**src/hdl/psmma_pkg.sv**
```systemverilog
// psmma_pkg: shared constants and controller/datapath command types for the
// per-second min/max/average block. No dependencies.
package psmma_pkg;

    // fixed field widths
    localparam int SAMPLE_BITS = 10;
    localparam int SECOND_BITS = 32;
    localparam int AVG_BITS    = 18;

    // parameter defaults
    localparam int COUNT_BITS_DEF    = 16;
    localparam int FRACTION_BITS_DEF = 8;

    // reset value of the minimum restart register
    localparam logic [SAMPLE_BITS-1:0] LOWEST_START_RST = 10'd512;

    // saturation value of the latched average
    localparam logic [AVG_BITS-1:0] AVG_MAX = {AVG_BITS{1'b1}};

    // controller to datapath commands
    typedef struct packed {
        logic take;     // accept the input word into the accumulators
        logic step;     // one restoring division step
        logic finish;   // latch average, min and max of the closed window
    } t_dp_cmd;

    // datapath to controller status
    typedef struct packed {
        logic closes;   // the presented word closes the window
        logic div_last; // the division is on its final step
    } t_dp_status;

endpackage

```
**src/hdl/psmma_if.sv**
```systemverilog
// psmma_in_if / psmma_out_if: valid/ready channels for input and result words.
// Depends on psmma_pkg for field widths.
interface psmma_in_if;
    logic                                valid;
    logic                                ready;
    logic [psmma_pkg::SAMPLE_BITS-1:0]   sample;
    logic [psmma_pkg::SECOND_BITS-1:0]   seconds;

    modport source (output valid, output sample, output seconds, input ready);
    modport sink   (input valid, input sample, input seconds, output ready);
endinterface

interface psmma_out_if;
    logic                                valid;
    logic                                ready;
    logic [psmma_pkg::AVG_BITS-1:0]      average_q8;
    logic [psmma_pkg::SAMPLE_BITS-1:0]   lowest;
    logic [psmma_pkg::SAMPLE_BITS-1:0]   highest;
    logic                                window_closed;

    modport source (output valid, output average_q8, output lowest, output highest,
                    output window_closed, input ready);
    modport sink   (input valid, input average_q8, input lowest, input highest,
                    input window_closed, output ready);
endinterface

```
**src/hdl/psmma_dp.sv**
```systemverilog
// psmma_dp: accumulators, window latches, config register and the
// bit-serial restoring divider. Depends on psmma_pkg.
module psmma_dp #(
    parameter int COUNT_BITS    = psmma_pkg::COUNT_BITS_DEF,
    parameter int FRACTION_BITS = psmma_pkg::FRACTION_BITS_DEF
) (
    input  logic                                i_clk,
    input  logic                                i_rst_n,
    input  logic                                i_cfg_we,
    input  logic [psmma_pkg::SAMPLE_BITS-1:0]   i_cfg_wdata,
    input  logic [psmma_pkg::SAMPLE_BITS-1:0]   i_sample,
    input  logic [psmma_pkg::SECOND_BITS-1:0]   i_seconds,
    input  psmma_pkg::t_dp_cmd                  i_cmd,
    output psmma_pkg::t_dp_status               o_status,
    output logic [psmma_pkg::AVG_BITS-1:0]      o_average_q8,
    output logic [psmma_pkg::SAMPLE_BITS-1:0]   o_lowest,
    output logic [psmma_pkg::SAMPLE_BITS-1:0]   o_highest
);
    localparam int SB        = psmma_pkg::SAMPLE_BITS;
    localparam int SUM_BITS  = SB + COUNT_BITS;
    localparam int DIV_BITS  = SUM_BITS + FRACTION_BITS;
    localparam int STEP_BITS = $clog2(DIV_BITS);

    logic [SB-1:0]                      r_lowest_start;
    logic [SUM_BITS-1:0]                r_sum;
    logic [COUNT_BITS-1:0]              r_count;
    logic [SB-1:0]                      r_min;
    logic [SB-1:0]                      r_max;
    logic [psmma_pkg::SECOND_BITS-1:0]  r_last;
    logic [DIV_BITS-1:0]                r_dvd;
    logic [COUNT_BITS-1:0]              r_dvs;
    logic [COUNT_BITS-1:0]              r_rem;
    logic [STEP_BITS-1:0]               r_step;
    logic [SB-1:0]                      r_pend_min;
    logic [SB-1:0]                      r_pend_max;
    logic [psmma_pkg::AVG_BITS-1:0]     r_avg;
    logic [SB-1:0]                      r_lo;
    logic [SB-1:0]                      r_hi;

    logic [psmma_pkg::SECOND_BITS-1:0]  last_eff;
    logic                               closes;
    logic [SB-1:0]                      cur_min;
    logic [SB-1:0]                      cur_max;
    logic [SUM_BITS:0]                  sum_ext;
    logic [SUM_BITS-1:0]                sum_new;
    logic [COUNT_BITS-1:0]              count_new;
    logic [SB-1:0]                      min_new;
    logic [SB-1:0]                      max_new;
    logic [COUNT_BITS:0]                rem_sh;
    logic [COUNT_BITS:0]                rem_diff;
    logic                               fits;
    logic [psmma_pkg::AVG_BITS-1:0]     q_sat;

    // window bookkeeping for the presented word
    always_comb begin
        last_eff  = (r_last == '0) ? i_seconds : r_last;
        closes    = (i_seconds != last_eff);
        cur_min   = (r_count == '0) ? r_lowest_start : r_min;
        cur_max   = (r_count == '0) ? '0 : r_max;
        sum_ext   = {1'b0, r_sum} + (SUM_BITS + 1)'(i_sample);
        sum_new   = sum_ext[SUM_BITS] ? '1 : sum_ext[SUM_BITS-1:0];
        count_new = (&r_count) ? r_count : r_count + 1'b1;
        min_new   = (i_sample < cur_min) ? i_sample : cur_min;
        max_new   = (i_sample > cur_max) ? i_sample : cur_max;
    end

    // one restoring division step, quotient bits shift in behind the dividend
    always_comb begin
        rem_sh   = {r_rem, r_dvd[DIV_BITS-1]};
        rem_diff = rem_sh - {1'b0, r_dvs};
        fits     = (rem_sh >= {1'b0, r_dvs});
        q_sat    = (r_dvd > DIV_BITS'(psmma_pkg::AVG_MAX)) ? psmma_pkg::AVG_MAX
                                                           : r_dvd[psmma_pkg::AVG_BITS-1:0];
    end

    assign o_status.closes   = closes;
    assign o_status.div_last = (r_step == STEP_BITS'(DIV_BITS - 1));

    // config register
    always_ff @(posedge i_clk) begin
        if (!i_rst_n) begin
            r_lowest_start <= psmma_pkg::LOWEST_START_RST;
        end else if (i_cfg_we) begin
            r_lowest_start <= i_cfg_wdata;
        end
    end

    // accumulators and timestamp
    always_ff @(posedge i_clk) begin
        if (!i_rst_n) begin
            r_sum   <= '0;
            r_count <= '0;
            r_last  <= '0;
        end else if (i_cmd.take) begin
            r_last <= i_seconds;
            if (closes) begin
                r_sum   <= '0;
                r_count <= '0;
            end else begin
                r_sum   <= sum_new;
                r_count <= count_new;
                r_last  <= last_eff;
            end
        end
    end

    // running extremes, only meaningful while the count is nonzero
    always_ff @(posedge i_clk) begin
        if (i_cmd.take) begin
            r_min      <= min_new;
            r_max      <= max_new;
            r_pend_min <= min_new;
            r_pend_max <= max_new;
        end
    end

    // divider: load on every accepted word, then one bit per step
    always_ff @(posedge i_clk) begin
        if (i_cmd.take) begin
            r_dvd  <= DIV_BITS'(sum_new) << FRACTION_BITS;
            r_dvs  <= count_new;
            r_rem  <= '0;
            r_step <= '0;
        end else if (i_cmd.step) begin
            r_dvd  <= {r_dvd[DIV_BITS-2:0], fits};
            r_rem  <= fits ? rem_diff[COUNT_BITS-1:0] : rem_sh[COUNT_BITS-1:0];
            r_step <= r_step + 1'b1;
        end
    end

    // window latches
    always_ff @(posedge i_clk) begin
        if (!i_rst_n) begin
            r_avg <= '0;
            r_lo  <= '0;
            r_hi  <= '0;
        end else if (i_cmd.finish) begin
            r_avg <= q_sat;
            r_lo  <= r_pend_min;
            r_hi  <= r_pend_max;
        end
    end

    assign o_average_q8 = r_avg;
    assign o_lowest     = r_lo;
    assign o_highest    = r_hi;

endmodule

```
**src/hdl/psmma_ctrl.sv**
```systemverilog
// psmma_ctrl: sequencing of accept, division and result handoff.
// Depends on psmma_pkg for the command and status types.
module psmma_ctrl (
    input  logic                    i_clk,
    input  logic                    i_rst_n,
    input  logic                    i_in_valid,
    output logic                    o_in_ready,
    output logic                    o_out_valid,
    input  logic                    i_out_ready,
    output logic                    o_window_closed,
    input  psmma_pkg::t_dp_status   i_status,
    output psmma_pkg::t_dp_cmd      o_cmd
);
    localparam logic [1:0] ST_IDLE = 2'd0;
    localparam logic [1:0] ST_DIV  = 2'd1;
    localparam logic [1:0] ST_DONE = 2'd2;

    logic [1:0] r_state;
    logic [1:0] n_state;
    logic       r_out_valid;
    logic       r_closed;
    logic       take;

    // accept only when idle and the result slot is free or being freed
    assign o_in_ready = (r_state == ST_IDLE) && (!r_out_valid || i_out_ready);
    assign take       = i_in_valid && o_in_ready;

    assign o_cmd.take   = take;
    assign o_cmd.step   = (r_state == ST_DIV);
    assign o_cmd.finish = (r_state == ST_DONE);

    // next state
    always_comb begin
        n_state = r_state;
        unique case (r_state)
            ST_IDLE: begin
                if (take && i_status.closes) n_state = ST_DIV;
            end
            ST_DIV: begin
                if (i_status.div_last) n_state = ST_DONE;
            end
            ST_DONE: begin
                n_state = ST_IDLE;
            end
            default: begin
                n_state = ST_IDLE;
            end
        endcase
    end

    // state and result slot
    always_ff @(posedge i_clk) begin
        if (!i_rst_n) begin
            r_state     <= ST_IDLE;
            r_out_valid <= 1'b0;
            r_closed    <= 1'b0;
        end else begin
            r_state <= n_state;
            if (take && !i_status.closes) begin
                r_out_valid <= 1'b1;
                r_closed    <= 1'b0;
            end else if (r_state == ST_DONE) begin
                r_out_valid <= 1'b1;
                r_closed    <= 1'b1;
            end else if (i_out_ready) begin
                r_out_valid <= 1'b0;
            end
        end
    end

    assign o_out_valid     = r_out_valid;
    assign o_window_closed = r_closed;

endmodule

```
**src/hdl/per_second_min_max_average.sv**
```systemverilog
// per_second_min_max_average: top level joining controller and datapath.
// Depends on psmma_pkg, psmma_if, psmma_ctrl and psmma_dp.
//
// Usage:
//   i_in carries words of {sample, seconds}; o_out returns one result word
//   {average_q8, lowest, highest, window_closed} for every input word.
//   i_cfg_we/i_cfg_wdata write the value the running minimum restarts from.
//   A word whose seconds differ from the stored second closes the window:
//   the average (sum over count, FRACTION_BITS fraction bits, truncated and
//   saturated) is found by a restoring divider, one quotient bit per cycle.
//   A word that closes no window shows its result in the cycle after accept;
//   a closing word shows its result after the 10 + COUNT_BITS + FRACTION_BITS
//   division steps in ST_DIV and the result latch in ST_DONE.
//   Throughput is one word per cycle while no window closes and results are
//   taken; a closing word holds off input while the single shared divider works.
//   A result waiting in the output slot does not block the next input word
//   as long as the receiver takes it in the same cycle; while the receiver
//   stalls the result holds and input ready stays low.
//   Reset clears the accumulators, latches and stored second and sets the
//   restart value to 512; no clearing pass is needed.
module per_second_min_max_average #(
    parameter int COUNT_BITS    = psmma_pkg::COUNT_BITS_DEF,
    parameter int FRACTION_BITS = psmma_pkg::FRACTION_BITS_DEF
) (
    input  logic                                i_clk,
    input  logic                                i_rst_n,
    input  logic                                i_cfg_we,
    input  logic [psmma_pkg::SAMPLE_BITS-1:0]   i_cfg_wdata,
    psmma_in_if.sink                            i_in,
    psmma_out_if.source                         o_out
);
    psmma_pkg::t_dp_cmd    cmd;
    psmma_pkg::t_dp_status status;

    // sequencing
    psmma_ctrl u_ctrl (
        .i_clk           (i_clk),
        .i_rst_n         (i_rst_n),
        .i_in_valid      (i_in.valid),
        .o_in_ready      (i_in.ready),
        .o_out_valid     (o_out.valid),
        .i_out_ready     (o_out.ready),
        .o_window_closed (o_out.window_closed),
        .i_status        (status),
        .o_cmd           (cmd)
    );

    // arithmetic and state
    psmma_dp #(
        .COUNT_BITS    (COUNT_BITS),
        .FRACTION_BITS (FRACTION_BITS)
    ) u_dp (
        .i_clk        (i_clk),
        .i_rst_n      (i_rst_n),
        .i_cfg_we     (i_cfg_we),
        .i_cfg_wdata  (i_cfg_wdata),
        .i_sample     (i_in.sample),
        .i_seconds    (i_in.seconds),
        .i_cmd        (cmd),
        .o_status     (status),
        .o_average_q8 (o_out.average_q8),
        .o_lowest     (o_out.lowest),
        .o_highest    (o_out.highest)
    );

endmodule
```
**src/flat_wrapper.sv**
```systemverilog
// flat-port wrapper written by rule: the top's interface ports become plain ports
module per_second_min_max_average_flat 
#(
    parameter int COUNT_BITS    = psmma_pkg::COUNT_BITS_DEF,
    parameter int FRACTION_BITS = psmma_pkg::FRACTION_BITS_DEF
)
  (i_clk, i_rst_n, i_cfg_we, i_cfg_wdata, i_in_valid, i_in_sample, i_in_seconds, i_in_ready, o_out_valid, o_out_average_q8, o_out_lowest, o_out_highest, o_out_window_closed, o_out_ready);
  psmma_in_if i_in_i ();
  psmma_out_if o_out_i ();
  input  logic i_clk;
  input  logic i_rst_n;
  input  logic i_cfg_we;
  input  logic [psmma_pkg::SAMPLE_BITS-1:0] i_cfg_wdata;
  input wire logic [$bits(i_in_i.valid)-1:0] i_in_valid;
  input wire logic [$bits(i_in_i.sample)-1:0] i_in_sample;
  input wire logic [$bits(i_in_i.seconds)-1:0] i_in_seconds;
  output wire logic [$bits(i_in_i.ready)-1:0] i_in_ready;
  output wire logic [$bits(o_out_i.valid)-1:0] o_out_valid;
  output wire logic [$bits(o_out_i.average_q8)-1:0] o_out_average_q8;
  output wire logic [$bits(o_out_i.lowest)-1:0] o_out_lowest;
  output wire logic [$bits(o_out_i.highest)-1:0] o_out_highest;
  output wire logic [$bits(o_out_i.window_closed)-1:0] o_out_window_closed;
  input wire logic [$bits(o_out_i.ready)-1:0] o_out_ready;
  assign i_in_i.valid = i_in_valid;
  assign i_in_i.sample = i_in_sample;
  assign i_in_i.seconds = i_in_seconds;
  assign i_in_ready = i_in_i.ready;
  assign o_out_valid = o_out_i.valid;
  assign o_out_average_q8 = o_out_i.average_q8;
  assign o_out_lowest = o_out_i.lowest;
  assign o_out_highest = o_out_i.highest;
  assign o_out_window_closed = o_out_i.window_closed;
  assign o_out_i.ready = o_out_ready;
  per_second_min_max_average #(.COUNT_BITS(COUNT_BITS), .FRACTION_BITS(FRACTION_BITS)) u_core (.i_clk(i_clk), .i_rst_n(i_rst_n), .i_cfg_we(i_cfg_we), .i_cfg_wdata(i_cfg_wdata), .i_in(i_in_i), .o_out(o_out_i));
endmodule
```
**config.mk**
```make
export PLATFORM = sky130hd
export DESIGN_NAME = per_second_min_max_average_flat
export DESIGN_NICKNAME = d
export VERILOG_FILES = /design/src/hdl/psmma_pkg.sv /design/src/hdl/psmma_if.sv /design/src/hdl/psmma_dp.sv /design/src/hdl/psmma_ctrl.sv /design/src/hdl/per_second_min_max_average.sv /design/src/flat_wrapper.sv
export SDC_FILE = /design/constraint.sdc
export NUM_CORES = 1
export LEC_CHECK = 0
export BUFFER_PORTS_ARGS = -buffer_cell sky130_fd_sc_hd__buf_2
export CAP_MARGIN = 40
export CORE_MARGIN = 3
export CORE_UTILIZATION = 39
export CTS_CLUSTER_DIAMETER = 150
export DETAILED_ROUTE_END_ITERATION = 10
export PLACE_DENSITY = 0.62
export SYNTH_ARGS = -nofsm -noshare
export SYNTH_HDL_FRONTEND = slang
export SYNTH_SLANG_ARGS = --single-unit
```
**constraint.sdc**
```tcl
create_clock -name i_clk -period 10.3 [get_ports i_clk]
set_input_delay 1.03 -clock i_clk [delete_from_list [all_inputs] [get_ports i_clk]]
set_output_delay 1.03 -clock i_clk [all_outputs]
set_load 0.01 [all_outputs]
```
Word level (Yosys, flattened, before mapping)
Index checks and enable logic that the tools add are counted.

Register bits after elaboration: 218. Bits of input ports: 57. Output and inout bits: 41. Word-level logic and storage cells: 67.

$add $sub $neg: 4. Magnitude comparators: 4. Equality and inequality tests: 6. Multiplexer cells: 20. Bitwise gates (word level): 1. Reductions and logical operators: 15.

Operator list (number): $mux 34 (2); $mux 32 (2); $mux 26 (2); $mux 16 (3); $mux 10 (4); $gt 34x18->1 const B (1); $logic_not 32->1 (1); $ne 32x32->1 (1); $add 26x10->27 (1); $mux 18 (1); $ge 17x16->1 (1); $add 16x1->16 const B (1); $logic_not 16->1 (1); $reduce_and 16->1 (1); $sub 16x16->16 (1); $gt 10x10->1 (1); $lt 10x10->1 (1); $add 6x1->6 const B (1); $eq 6x6->1 const B (1); $logic_and 1x1->1 (4); $mux 2 (2); $pmux 2 s2 (1); $mux 1 (3); $reduce_bool 3->1 (1); other kinds (11) (12).

Logic depth before layout (Yosys ltp)
Depth in word-level cells: 7. Mapped depth: 18.

Cells and area by module
From an unflattened synthesis, not the netlist that was laid out.

Cells, all modules: 1255. Area total of the unflattened synthesis: 11607.4 um^2.

By module, submodules not included: psmma_dp (times used 1, cells each 1236, area each 11413.4 um^2); psmma_ctrl (times used 1, cells each 19, area each 193.9 um^2).

Worst setup path before layout
No wires, ideal clock.

Path kind: input -> register. Start: in o_out_ready. End: reg u_core.u_dp.r_dvd[25] (data pin). Setup time: 141 ps. Data arrival time: 3559 ps. Required time: 10159 ps. Slack: 6600 ps. Stages: 8. Cell sequence: nor2b_1 nor3_1 nand2_1 inv_1 clkbuf_1 buf_1 o21ai_0 nand2_1.

Cells in the longest elaborated chain, start to end: 4.

Ends and longest elaborated chain: start: declaration (line flat_wrapper.sv:23) `input wire logic [$bits(o_out_i.ready)-1:0] o_out_ready;`; $logic_or 1x1->1 (line psmma_ctrl.sv:25) `assign o_in_ready = (r_state == ST_IDLE) && (!r_out_valid || i_out_ready);`; $logic_and 1x1->1 (line psmma_ctrl.sv:25); net i_in_ready (line flat_wrapper.sv:17) `output wire logic [$bits(i_in_i.ready)-1:0] i_in_ready;`; $logic_and 1x1->1 (line psmma_ctrl.sv:26) `assign take = i_in_valid && o_in_ready;`; net u_core.u_ctrl.take (line psmma_ctrl.sv:22) `logic take;`; $mux 34 (line psmma_dp.sv:119) `if (i_cmd.take) begin`; end signal: assignment (line psmma_dp.sv:120) `r_dvd <= DIV_BITS'(sum_new) << FRACTION_BITS;`; end signal: assignment (line psmma_dp.sv:125) `r_dvd <= {r_dvd[DIV_BITS-2:0], fits};`; end: declaration (line psmma_dp.sv:30) `logic [DIV_BITS-1:0] r_dvd;`.

The timed path passes the listed nets, and every way through them passes these cells. A chain may end at the register's enable or synchronous reset.

Worst setup path in the final report
Start: in o_out_ready. End: reg u_core.u_dp.r_dvd[12] (enable).

Cells in the longest elaborated chain, start to end: 4.

Ends and longest elaborated chain (line): $logic_or 1x1->1 (psmma_ctrl.sv:25); $logic_and 1x1->1 (psmma_ctrl.sv:25); $logic_and 1x1->1 (psmma_ctrl.sv:26); $reduce_bool 2->1 (no source line).

No other way between the ends.

==> results.ini <==
[status]
status = finished clean

[synth]
synth_area_sq_um = 10930
yosysUniqueCellTypes = 66
yosysWarnings = 0
async_flop_share_pct = 0
syn-mean-instance-area_sq_um = 9.163
ys_seq_area_share_pct = 45.60
ys_ff_latch = 218
synth_cells = 1193
synth_edf_count = 62
synth_nets = 1301
ys.flop_type = dfxtp_1

[timing]
setup_viol = 0
finalCriticalPeriod_ns = 3.700
hold_viol = 0
finClkSkew_ns = 0.01872
slew_headroom_pct = 36.68
clock.fmax_ghz = 0.2703
rsz0062_at_grt = no
fin_crit_sh_pct = 35.92
setup_tns_ns = 0
final_max_slew_viol_count = 0
worstMarginPinSlew_ns = 0.9497

[die]
die_h_microns = 173.4
core_sq_um = 27250
initial_utilization_pct = 40.11
die_x_microns = 173.4
ios = 98
row_count = 60
die-area_sq_um = 30070

[setup_path]
path_class = input pin to flip-flop
worst-path-buf-inv = 6
crit_path_frequent_cell = buf_4
cpMaxStageDelayCell = buf_4
cp_max_fo = 60
critPathCaptureType = flip-flop
cp-start-kind = input pin
crit_arrival_ns = 3.93
cpPeakStageDelay_ns = 0.65
cp.required_ns = 10.53
critPathTopFamily = buffers and inverters
worstPathCellList = buf_2 > nor2b_1 > nor3_1 > nand2_1 > buf_4 > inv_2 > buf_4 > nor2_1 > inv_1 > buf_8

[global_routing]
grtUsageMet3_pct = 2.760
grt_pass1_wl_microns = 45930
grt-ovfl-total = 0
grt_pass1_vias = 8714
use_met1_pct = 27.07
grt.total_usage_pct = 18.07
antenna_found_initial = 0
gr-usage-met2_pct = 27.48
grt_max_degree = 61
top_usage_layer = met2

[detailed_routing]
drc = 0
via_per_inst = 5.468
ant_nets = 0
firstDrtPassIters = 5
drtIter0Drc = 694
detail_route.wirelength_microns = 27940
dr_total_vias = 9049
wl_per_cell_microns = 16.88

[clock_network]
cts_buffers = 24
ctsResizeCount = 0
cts.path.max_buffers = 3
post_cts_buffers = 0
tritoncts = built
cts_hold_buf = 0
cts_root_buffer = clkbuf_16
clk_pin_slew_ns = 0.06
htree_levels = 1
clk_latency_ns = 0.53
clkSinkCount = 218

[pwr]
powerDensity_nw_per_um2 = 179.5
peakVddDrop_uv = 116.9
total_power_uw = 2254
leakagePower_uw = 0.005042

[placed_design]
place_congestion = 0.9077
port_buffers = 97
hpwl_microns = 19700

[hold_path]
hp-class = flip-flop to flip-flop

[final_layout]
final_common_cell = dfxtp_1
antenna_cells = 0
area_growth_syn_to_layout_pct = 14.86
layout_common_cells = dfxtp_1 (156), nand2_1 (150), buf_2 (97)
drive_above_1_share_pct = 14.11
nets = 1373

[flow_run]
maxCapViolCount = 0

## state kept, by name (all words and copies together), names as in the netlist, 16 cells and up
register,cells
u_core.u_dp.r_dvs,16
u_core.u_dp.r_last,32
u_core.u_dp.o_average_q8,18
u_core.u_dp.r_rem,16
u_core.u_dp.r_sum,26
u_core.u_dp.r_count,16
u_core.u_dp.r_dvd,34
## worst reg2reg max path, stage by stage, from the launching register on
cell and delay (ns):
dfxtp_1 0.38, inv_1 0.10, ha_1 0.20, nor4b_1 0.15, nand4_1 0.10, buf_4 0.36, mux2i_1 0.34, ha_1 0.28
o2111ai_1 0.17, a21oi_1 0.07, a2111oi_0 0.37, o21ai_0 0.17, a31o_2 0.39, mux2_2 0.31
## synthesized netlist by cell type, types with 37 or more instances
| cell | count | share of area (%) |
|---|---|---|
| nor2_1 | 69 | 2.4 |
| dfxtp_1 | 156 | 29 |
| nand3_1 | 40 | 1.8 |
| mux2i_1 | 43 | 3.9 |
| nand2_1 | 150 | 5.2 |
| a21oi_1 | 73 | 3.3 |
| edfxtp_1 | 62 | 17 |
| a22o_1 | 37 | 3.0 |
| clkbuf_1 | 50 | 1.7 |
| o21ai_0 | 88 | 4.0 |
| ha_1 | 49 | 5.6 |
| inv_1 | 77 | 2.6 |
## where the power goes
group	leakage, uW	total (uW)	switching (uW)	internal (uW)
combinational	0.00278	423	241	182
clock	0.000377	835	352	483
sequential	0.00189	997	47.3	949
## cell type report
class                           count  area (sq um)
Timing Repair Buffer              109         630.6
Sequential cell                   218          4985
Fill cell                        2615         14700
Clock buffer                       33         674.4
Tap cell                          372         465.4
Clock inverter                     11         90.09
Inverter                           77         289.0
Multi-Input combinational cell    835          5421
## path summary, 6_finish.rpt
path / start / to / slack (ns) / cells after the start
setup / recovery: o_out_ready / u_core.u_dp.r_dvd[12] / 6.60 / 10
hold / removal: u_core.u_dp.o_highest[4] / u_core.u_dp.o_highest[4] / 0.45 / 2
setup reg to reg: u_core.u_dp.r_count[0] / u_core.u_dp.r_pend_min[0] / 6.67 / 13
hold reg to reg: u_core.u_dp.o_highest[4] / u_core.u_dp.o_highest[4] / 0.45 / 2
## metal layers
metal,wire (microns),vias up
met3,1565,34
met1,13980,4274
met4,413,0
li1,-,4481
met5,0,-
met2,11980,260
## cells by family (layout without fill, tap and decap cells)
group,count (synthesis),count (layout),synth area share (%)
adders and majority gates,51,51,5.975
and+or+nand+nor,378,378,16.12
DFF,218,218,45.60
muxes,45,45,4.143
xor gates and xnor gates,42,42,3.365
buffers and inverters,140,230,5.013
AOI/OAI and AO/OA,319,319,19.79
## metrics by stage
stage / instance area, sq um / hold WS, ns / util [%] / setup slack (ns) / std cells
floorplan: 10930 / 0.4356 / - / 6.600 / 1193
global placement: 11690 / 0.4408 / 42.90 / 5.837 / 1605
detailed placement: 11790 / 0.4436 / 43.27 / 6.055 / 1611
CTS: 12560 / 0.4521 / 46.07 / 6.600 / 1655
global route: 12560 / 0.4643 / 46.07 / 6.304 / 1655
finish: 12560 / 0.4495 / 46.07 / 6.600 / 1655
Note: power is estimated with default switching activity, not from simulation.
